===== config.mk =====
export PLATFORM = sky130hd
export DESIGN_NAME = rmfb_luma
export DESIGN_NICKNAME = d
export VERILOG_FILES = /design/src/sv/rmfb_pkg.sv /design/src/sv/rmfb_luma.sv
export SDC_FILE = /design/constraint.sdc
export NUM_CORES = 1
export LEC_CHECK = 0
export BUFFER_PORTS_ARGS = -buffer_cell sky130_fd_sc_hd__buf_2
export CAP_MARGIN = 0
export CORE_ASPECT_RATIO = 2
export CORE_MARGIN = 5
export CORE_UTILIZATION = 67
export DETAILED_ROUTE_END_ITERATION = 12
export GPL_TIMING_DRIVEN = 0
export PLACE_DENSITY_LB_ADDON = 0.1
export REMOVE_ABC_BUFFERS = 1
export SLEW_MARGIN = 5
export SYNTH_ARGS = -nofsm -noshare
export SYNTH_HDL_FRONTEND = slang
export SYNTH_SLANG_ARGS = --single-unit

===== constraint.sdc =====
create_clock -name vclk -period 9
set_clock_uncertainty 0.2 [all_clocks]
set_input_delay 0.45 -clock vclk [all_inputs]
set_output_delay 0.45 -clock vclk [all_outputs]
set_load 0.005 [all_outputs]

===== src/sv/rmfb_pkg.sv =====
package rmfb_pkg;

	localparam int PANEL_COLS = 296;
	localparam int PANEL_ROWS = 128;
	localparam int STRIDE = (PANEL_ROWS + 7) / 8;
	localparam int STORE_BYTES = PANEL_COLS * STRIDE;

	localparam int OP_W = 2;
	localparam int COL_W = 9;
	localparam int ROW_W = 7;
	localparam int COLOR_W = 16;
	localparam int ADDR_W = 13;
	localparam int BYTE_W = 8;
	localparam int LUMA_W = 16;

	localparam logic [LUMA_W-1:0] THRESHOLD_RESET = 16'd32768;

	// luma weights, channels taken at 8 bits
	localparam int W_RED = 77;
	localparam int W_GREEN = 150;
	localparam int W_BLUE = 29;

	localparam logic [BYTE_W-1:0] BIT_MSB = 8'h80;
	localparam logic [BYTE_W-1:0] BYTE_WHITE = 8'hFF;
	localparam logic [BYTE_W-1:0] BYTE_BLACK = 8'h00;

	typedef enum logic [OP_W-1:0] {
		OP_FILL      = 2'd0,
		OP_PLOT_MONO = 2'd1,
		OP_PLOT_RGB  = 2'd2,
		OP_READ      = 2'd3
	} op_t;

endpackage


===== src/sv/rmfb_luma.sv =====
module rmfb_luma (
	input  logic [rmfb_pkg::COLOR_W-1:0] pixel_color,
	output logic [rmfb_pkg::LUMA_W-1:0]  luma
);
	import rmfb_pkg::*;

	logic [7:0]        r8;
	logic [7:0]        g8;
	logic [7:0]        b8;
	logic [LUMA_W-1:0] sum;

	// widen each channel to 8 bits by shifting left
	assign r8 = {pixel_color[15:11], 3'b000};
	assign g8 = {pixel_color[10:5], 2'b00};
	assign b8 = {pixel_color[4:0], 3'b000};

	// the weighted sum peaks at 64088, so 16 bits hold every term and the total
	assign sum = LUMA_W'(r8) * LUMA_W'(W_RED)
		+ LUMA_W'(g8) * LUMA_W'(W_GREEN)
		+ LUMA_W'(b8) * LUMA_W'(W_BLUE);

	assign luma = sum;

endmodule


==> results.cfg, run 1 <==
[yosys]
yosysMostFrequentCell = ha_1
ys_seq_area_frac = 0
ys_types = 31
synth_area_leader_cell = ha_1
yosysWarnings = 0
synth_top_area_share = 0.402
synth.avg_cell_area_um2 = 8.68
synth.top_cells.by_count = ha_1 (79), inv_1 (64), fa_1 (23), a21oi_1 (17), xnor2_1 (15)
postSynthCellCount = 283
synth_area_leaders = ha_1 (40%), fa_1 (19%), inv_1 (9.8%)
syn_area_um2 = 2460

[setup_path]
worstPathArrival_ns = 5.21
cpLargestDelayFamily = adder cells
path_buf_inv = 4
critPathCaptureType = output pin
worstPathRequired_ns = 8.35
worstPathMaxFanout = 5
criticalPathCategory = in -> out
slowest_stage = fa_1
critPathMaxStageDelay_ns = 0.58
cp-start-kind = input port
crit_chain = buf_2 -> ha_1 -> ha_1 -> fa_1 -> inv_1 -> fa_1 -> nor2b_1 -> o21ai_0 -> a21oi_1 -> o21ai_0 -> nand2b_1 -> xnor2_1 -> fa_1 -> inv_1 -> ha_1 -> a21oi_1 -> o21ai_0 -> a221o_1 -> a31oi_1 -> xor2_1 -> xor2_1 -> buf_2

[sta]
fmax_mhz = 171
tns_ns = 0
slew_viol_final = 0
layout_setup_ws_ns = 3.14
hold_violations = 0
rsz0062_at_grt = no
setup_viol = 0
finalWorstPathRequiredPeriod_ns = 5.86
period_share = 0.651

[place]
portBuffers = 29
dpl.hpwl_um = 4350
pre_cts_slack_ns = 3.16
postPlaceCellArea_um2 = 2650
gp_congestion = 0.864

[global_routing]
grt_pass1_wl_um = 8280
gr-total-overflow = 0
antenna_found_initial = 0
grt_pass1_vias = 2088
grt.total_usage = 0.208
grt_start_max_net_pins = 7

[drt]
ant_nets = 0
drt_iter0_markers = 11
wire_per_inst_um = 12.9
num_vias = 1944
drc = 0
drt_first_pass_iters = 4
drt-total-wl_um = 4630
vias_per_cell = 5.40

[layout]
clkbuf_count = 0
area_delta_synth_final_pct = 7.79
layout.nets = 431
layout-drive-gt1-share = 0.109
diodes = 0
stdcell_area_um2 = 2650
seq_cells = 0
ff_latch_area_um2 = 0

[floorplan]
row_count = 31
io_pins = 32
initial_utilization = 0.688
die_x_um = 52.8
design.die.area_um2 = 5050
core_um2 = 3570
die_h_um = 95.6

[status]
status = complete, no violations

[power]
peakVddDrop_mv = 0.554
leakage_nw = 1.52
power.density_nw_per_um2 = 336

[flow_run]
drv_cap = 0

[clocking]
cts_hold_buf = 0
cts_resized = 0
post-cts-setup-buffers = 0

[min_path]
hold_path_class = in -> out
-- worst paths after layout --
kind | startpoint | end | cells past startpoint
setup / recovery | pixel_color[8] | luma[15] | 22
hold / removal | pixel_color[10] | luma[15] | 4
-- placed cells by master, fill, tap and decap left out --
cell type / netlist / final
a31oi_1: 2 / 2
nand2_1: 7 / 7
o311ai_0: 2 / 2
nor3_1: 3 / 3
nor2b_1: 5 / 5
conb_1: 1 / 3
nand3_1: 4 / 4
and3_2: 1 / 1
o211a_1: 1 / 1
nand3b_1: 1 / 1
a221o_1: 2 / 2
nor2_1: 7 / 7
nand2b_1: 7 / 7
o21a_1: 4 / 4
a21oi_1: 17 / 17
o21bai_1: 2 / 2
fa_1: 23 / 23
o21ai_0: 9 / 9
or2_2: 2 / 2
a21o_1: 4 / 4
and2_1: 1 / 1
buf_2: 0 / 29
inv_1: 64 / 64
a21oi_2: 2 / 2
xnor2_1: 15 / 15
a211o_1: 1 / 1
o41a_1: 1 / 1
or3_1: 1 / 1
o31ai_1: 1 / 1
xor2_1: 11 / 11
ha_1: 79 / 79
-- stage by stage --
| stage | total power, mW | instances | util | hold WS (ns) |
|---|---|---|---|---|
| after detailed placement | 0.896 | 360 | 0.742 | 1.16 |
| after floorplan | 0.626 | 282 | - | 0.868 |
| after global placement | 0.874 | 360 | 0.742 | 1.16 |
| after CTS | 0.902 | 360 | 0.742 | 1.17 |
| final | 0.890 | 360 | 0.742 | 1.16 |
| after global routing | 1.02 | 360 | 0.742 | 1.18 |
-- layer usage --
metal / GRT usage / vias to the layer above / share of wire
met5: 0 / - / 0
li1: - / 988 / -
met1: 0.205 / 924 / 0.36
met3: 0.00626 / 6 / 0.020
met2: 0.447 / 26 / 0.59
met4: 0.0362 / 0 / 0.022
-- worst min-delay path, cell delays in order --
cell and delay, ns:
buf_2 0.14, o311ai_0 0.12, xor2_1 0.08, buf_2 0.12
-- layout make-up --
class | instances | area [µm²]
multi-input combinational | 218 | 2200
fill | 335 | 921
inverter | 64 | 240
timing repair buffer | 29 | 145
tap | 49 | 61.3
-- power by group --
part / internal [mW] / total (mW) / switching, mW / leakage (nW)
registers: 0 / 0 / 0 / 0
logic: 0.423 / 0.890 / 0.467 / 1.52
clock network: 0 / 0 / 0 / 0
total: 0.423 / 0.890 / 0.467 / 1.52
-- cells by family after synthesis --
group	after synthesis	synth area share
adders and majority gates	102	0.590
buffers and inverters	67	0.107
AOI/OAI and AO/OA	48	0.126
and+or+nand+nor	39	0.0825
xor gates and xnor gates	26	0.0927
other	1	0.00153
No activity file was read; power rests on OpenSTA's default activity.
==> inputs of run 2 (changes only) <==
--- a/config.mk
+++ b/config.mk
@@ -9,7 +9,7 @@
 export CAP_MARGIN = 0
 export CORE_ASPECT_RATIO = 2
 export CORE_MARGIN = 5
-export CORE_UTILIZATION = 67
+export CORE_UTILIZATION = 56
 export DETAILED_ROUTE_END_ITERATION = 12
 export GPL_TIMING_DRIVEN = 0
 export PLACE_DENSITY_LB_ADDON = 0.1
==> constraint.sdc (replaced) <==
create_clock -name vclk -period 5.32
set_clock_uncertainty 0.2 [all_clocks]
set_input_delay 0.266 -clock vclk [all_inputs]
set_output_delay 0.266 -clock vclk [all_outputs]
set_load 0.005 [all_outputs]
==> run 2 against run 1 <==
Against the previous run: sequential share of layout area unchanged; cell count up 1.9%; non-clock buffer count up 2; power up 77%; critical path depth unchanged; critical endpoint unchanged; count of clock-buffer cells in the layout unchanged; utilization down 9.7 points; largest cell class unchanged; worst hold slack worse by 0.38 ns; routed wire length down 1.4%; via count down 0.46%.
==> results.cfg, run 2 (synthesis gave the netlist of run 1 again) <==
[place]
portBuffers = 29
gp_congestion = 0.801
pre_cts_slack_ns = -0.121
dpl.hpwl_um = 4250
dp.cells = 365

[power]
p_int_mw = 0.760
pwr-share-comb = 1.000
leakage_nw = 1.54
switching_power_mw = 0.813
p_clk_frac = 0
peakVddDrop_mv = 0.838
p_seq_frac = 0
swShare = 0.517
power_mw = 1.57
power.density_nw_per_um2 = 568

[floorplan]
initial_utilization = 0.572
die_x_um = 56.8
core_um2 = 4300
io_pins = 32
die_h_um = 104
row_count = 34
design.die.area_um2 = 5890

[sta]
period_share = 0.961
layout_setup_ws_ns = 0.206
slew_viol_final = 0
fmax_mhz = 196
tns_ns = 0
hold_violations = 0
setup_viol = 0
finalWorstPathRequiredPeriod_ns = 5.11

[setup_path]
worstPathRequired_ns = 4.85
critPathCaptureType = output pin
critPathMaxStageDelay_ns = 0.55
worstPathArrival_ns = 4.65
slowest_stage = fa_1
worstPathMaxFanout = 5
cp-start-kind = input port
criticalPathCategory = in -> out
crit_chain = buf_2 -> ha_1 -> ha_1 -> fa_1 -> inv_1 -> fa_2 -> nor2b_1 -> o21ai_2 -> a21oi_2 -> o21ai_2 -> nand2b_1 -> xnor2_2 -> fa_1 -> inv_2 -> ha_4 -> a21oi_2 -> o21ai_0 -> a221o_1 -> a31oi_1 -> xor2_1 -> xor2_1 -> buf_2

[min_path]
hold_path_class = in -> out
min_from = pixel_color[10]
holdPathStages = 4
hold_path_end = luma[15]

[layout]
ff_latch_area_um2 = 0
clkbuf_count = 0
seq_cells = 0
layout-drive-gt1-share = 0.166
layout.nets = 433
diodes = 0
layout_commonest_cell = ha_1
final_cell_mix = ha_1 (75), inv_1 (63), buf_2 (28)
fillerInstances = 390
instances_no_fill = 367
area_delta_synth_final_pct = 12.8
final_util = 0.645

[global_routing]
grt_pass1_vias = 2002
grt.total_usage = 0.164
grt_pass1_wl_um = 8140
gr-total-overflow = 0
grt_start_max_net_pins = 7
antenna_found_initial = 0

[drt]
drc = 0
vias_per_cell = 5.27
num_vias = 1935
wire_per_inst_um = 12.4
drt_first_pass_iters = 4
ant_nets = 0
drt-total-wl_um = 4570
drt_iter0_markers = 44

[clocking]
cts_hold_buf = 0

[status]
status = complete, no violations

[flow_run]
drv_cap = 0
[run 2: changes by cell type in the layout (fill, tap and decap cells not counted), sizes merged]
cell    delta
clkbuf     +1
buf        +1
[run 2: area by class of cell]
class	instances	area, µm²	area share
inverters	64	240	0.0867
multi-input cells	218	2300	0.830
well taps	54	67.6	0.0244
repair buffers	31	163	0.0587
[run 2: worst max path at each step]
stage	from	endpoint	slack, ns	cells after the start
after global placement	pixel_color[8]	luma[15]	-0.07	22
final	pixel_color[8]	luma[15]	0.21	22
after floorplan	pixel_color[8]	luma[15]	0.42	20
after CTS	pixel_color[8]	luma[15]	0.002	22
after global routing	pixel_color[8]	luma[15]	-0.04	22
after detailed placement	pixel_color[8]	luma[15]	-0.12	22
[run 2: power by group through the flow]
stage / Sequential (mW) / Combinational [mW] / Clock, mW
2_1_floorplan: 0 / 1.06 / 0
3_3_place_gp: 0 / 1.51 / 0
3_5_place_dp: 0 / 1.52 / 0
4_1_cts: 0 / 1.56 / 0
5_1_grt: 0 / 1.79 / 0
6_report: 0 / 1.57 / 0
[run 2: routing by layer]
| metal | share of wire | GRT usage | up-vias |
|---|---|---|---|
| li1 | - | - | 992 |
| met1 | 0.37 | 0.173 | 919 |
| met2 | 0.60 | 0.347 | 20 |
| met3 | 0.013 | 0.00125 | 4 |
| met4 | 0.019 | 0.0232 | 0 |
| met5 | 0 | 0 | - |
[run 2: worst max-delay path, delay by kind of cell]
| family | cells | cell delay [ns] |
|---|---|---|
| AND/OR/NAND/NOR | 2 | 0.27 |
| XOR/XNOR | 3 | 0.42 |
| adder cells (fa/ha/maj) | 6 | 2.23 |
| buffers and inverters | 4 | 0.36 |
| AO/OA/AOI/OAI | 7 | 1.06 |
[run 2: repair_timing]
action	in CTS	in global routing
buffers inserted	0	2
pin swaps	2	9
endpoints found under the setup margin	1	1
resized for setup	2	20
hold endpoints to repair	0	0
[run 2: metrics by stage]
stage	hold WS (ns)	area (µm²)
floorplan	0.500	2440
global placement	0.804	2650
detailed placement	0.796	2650
CTS	0.795	2670
global route	0.839	2770
finish	0.782	2770
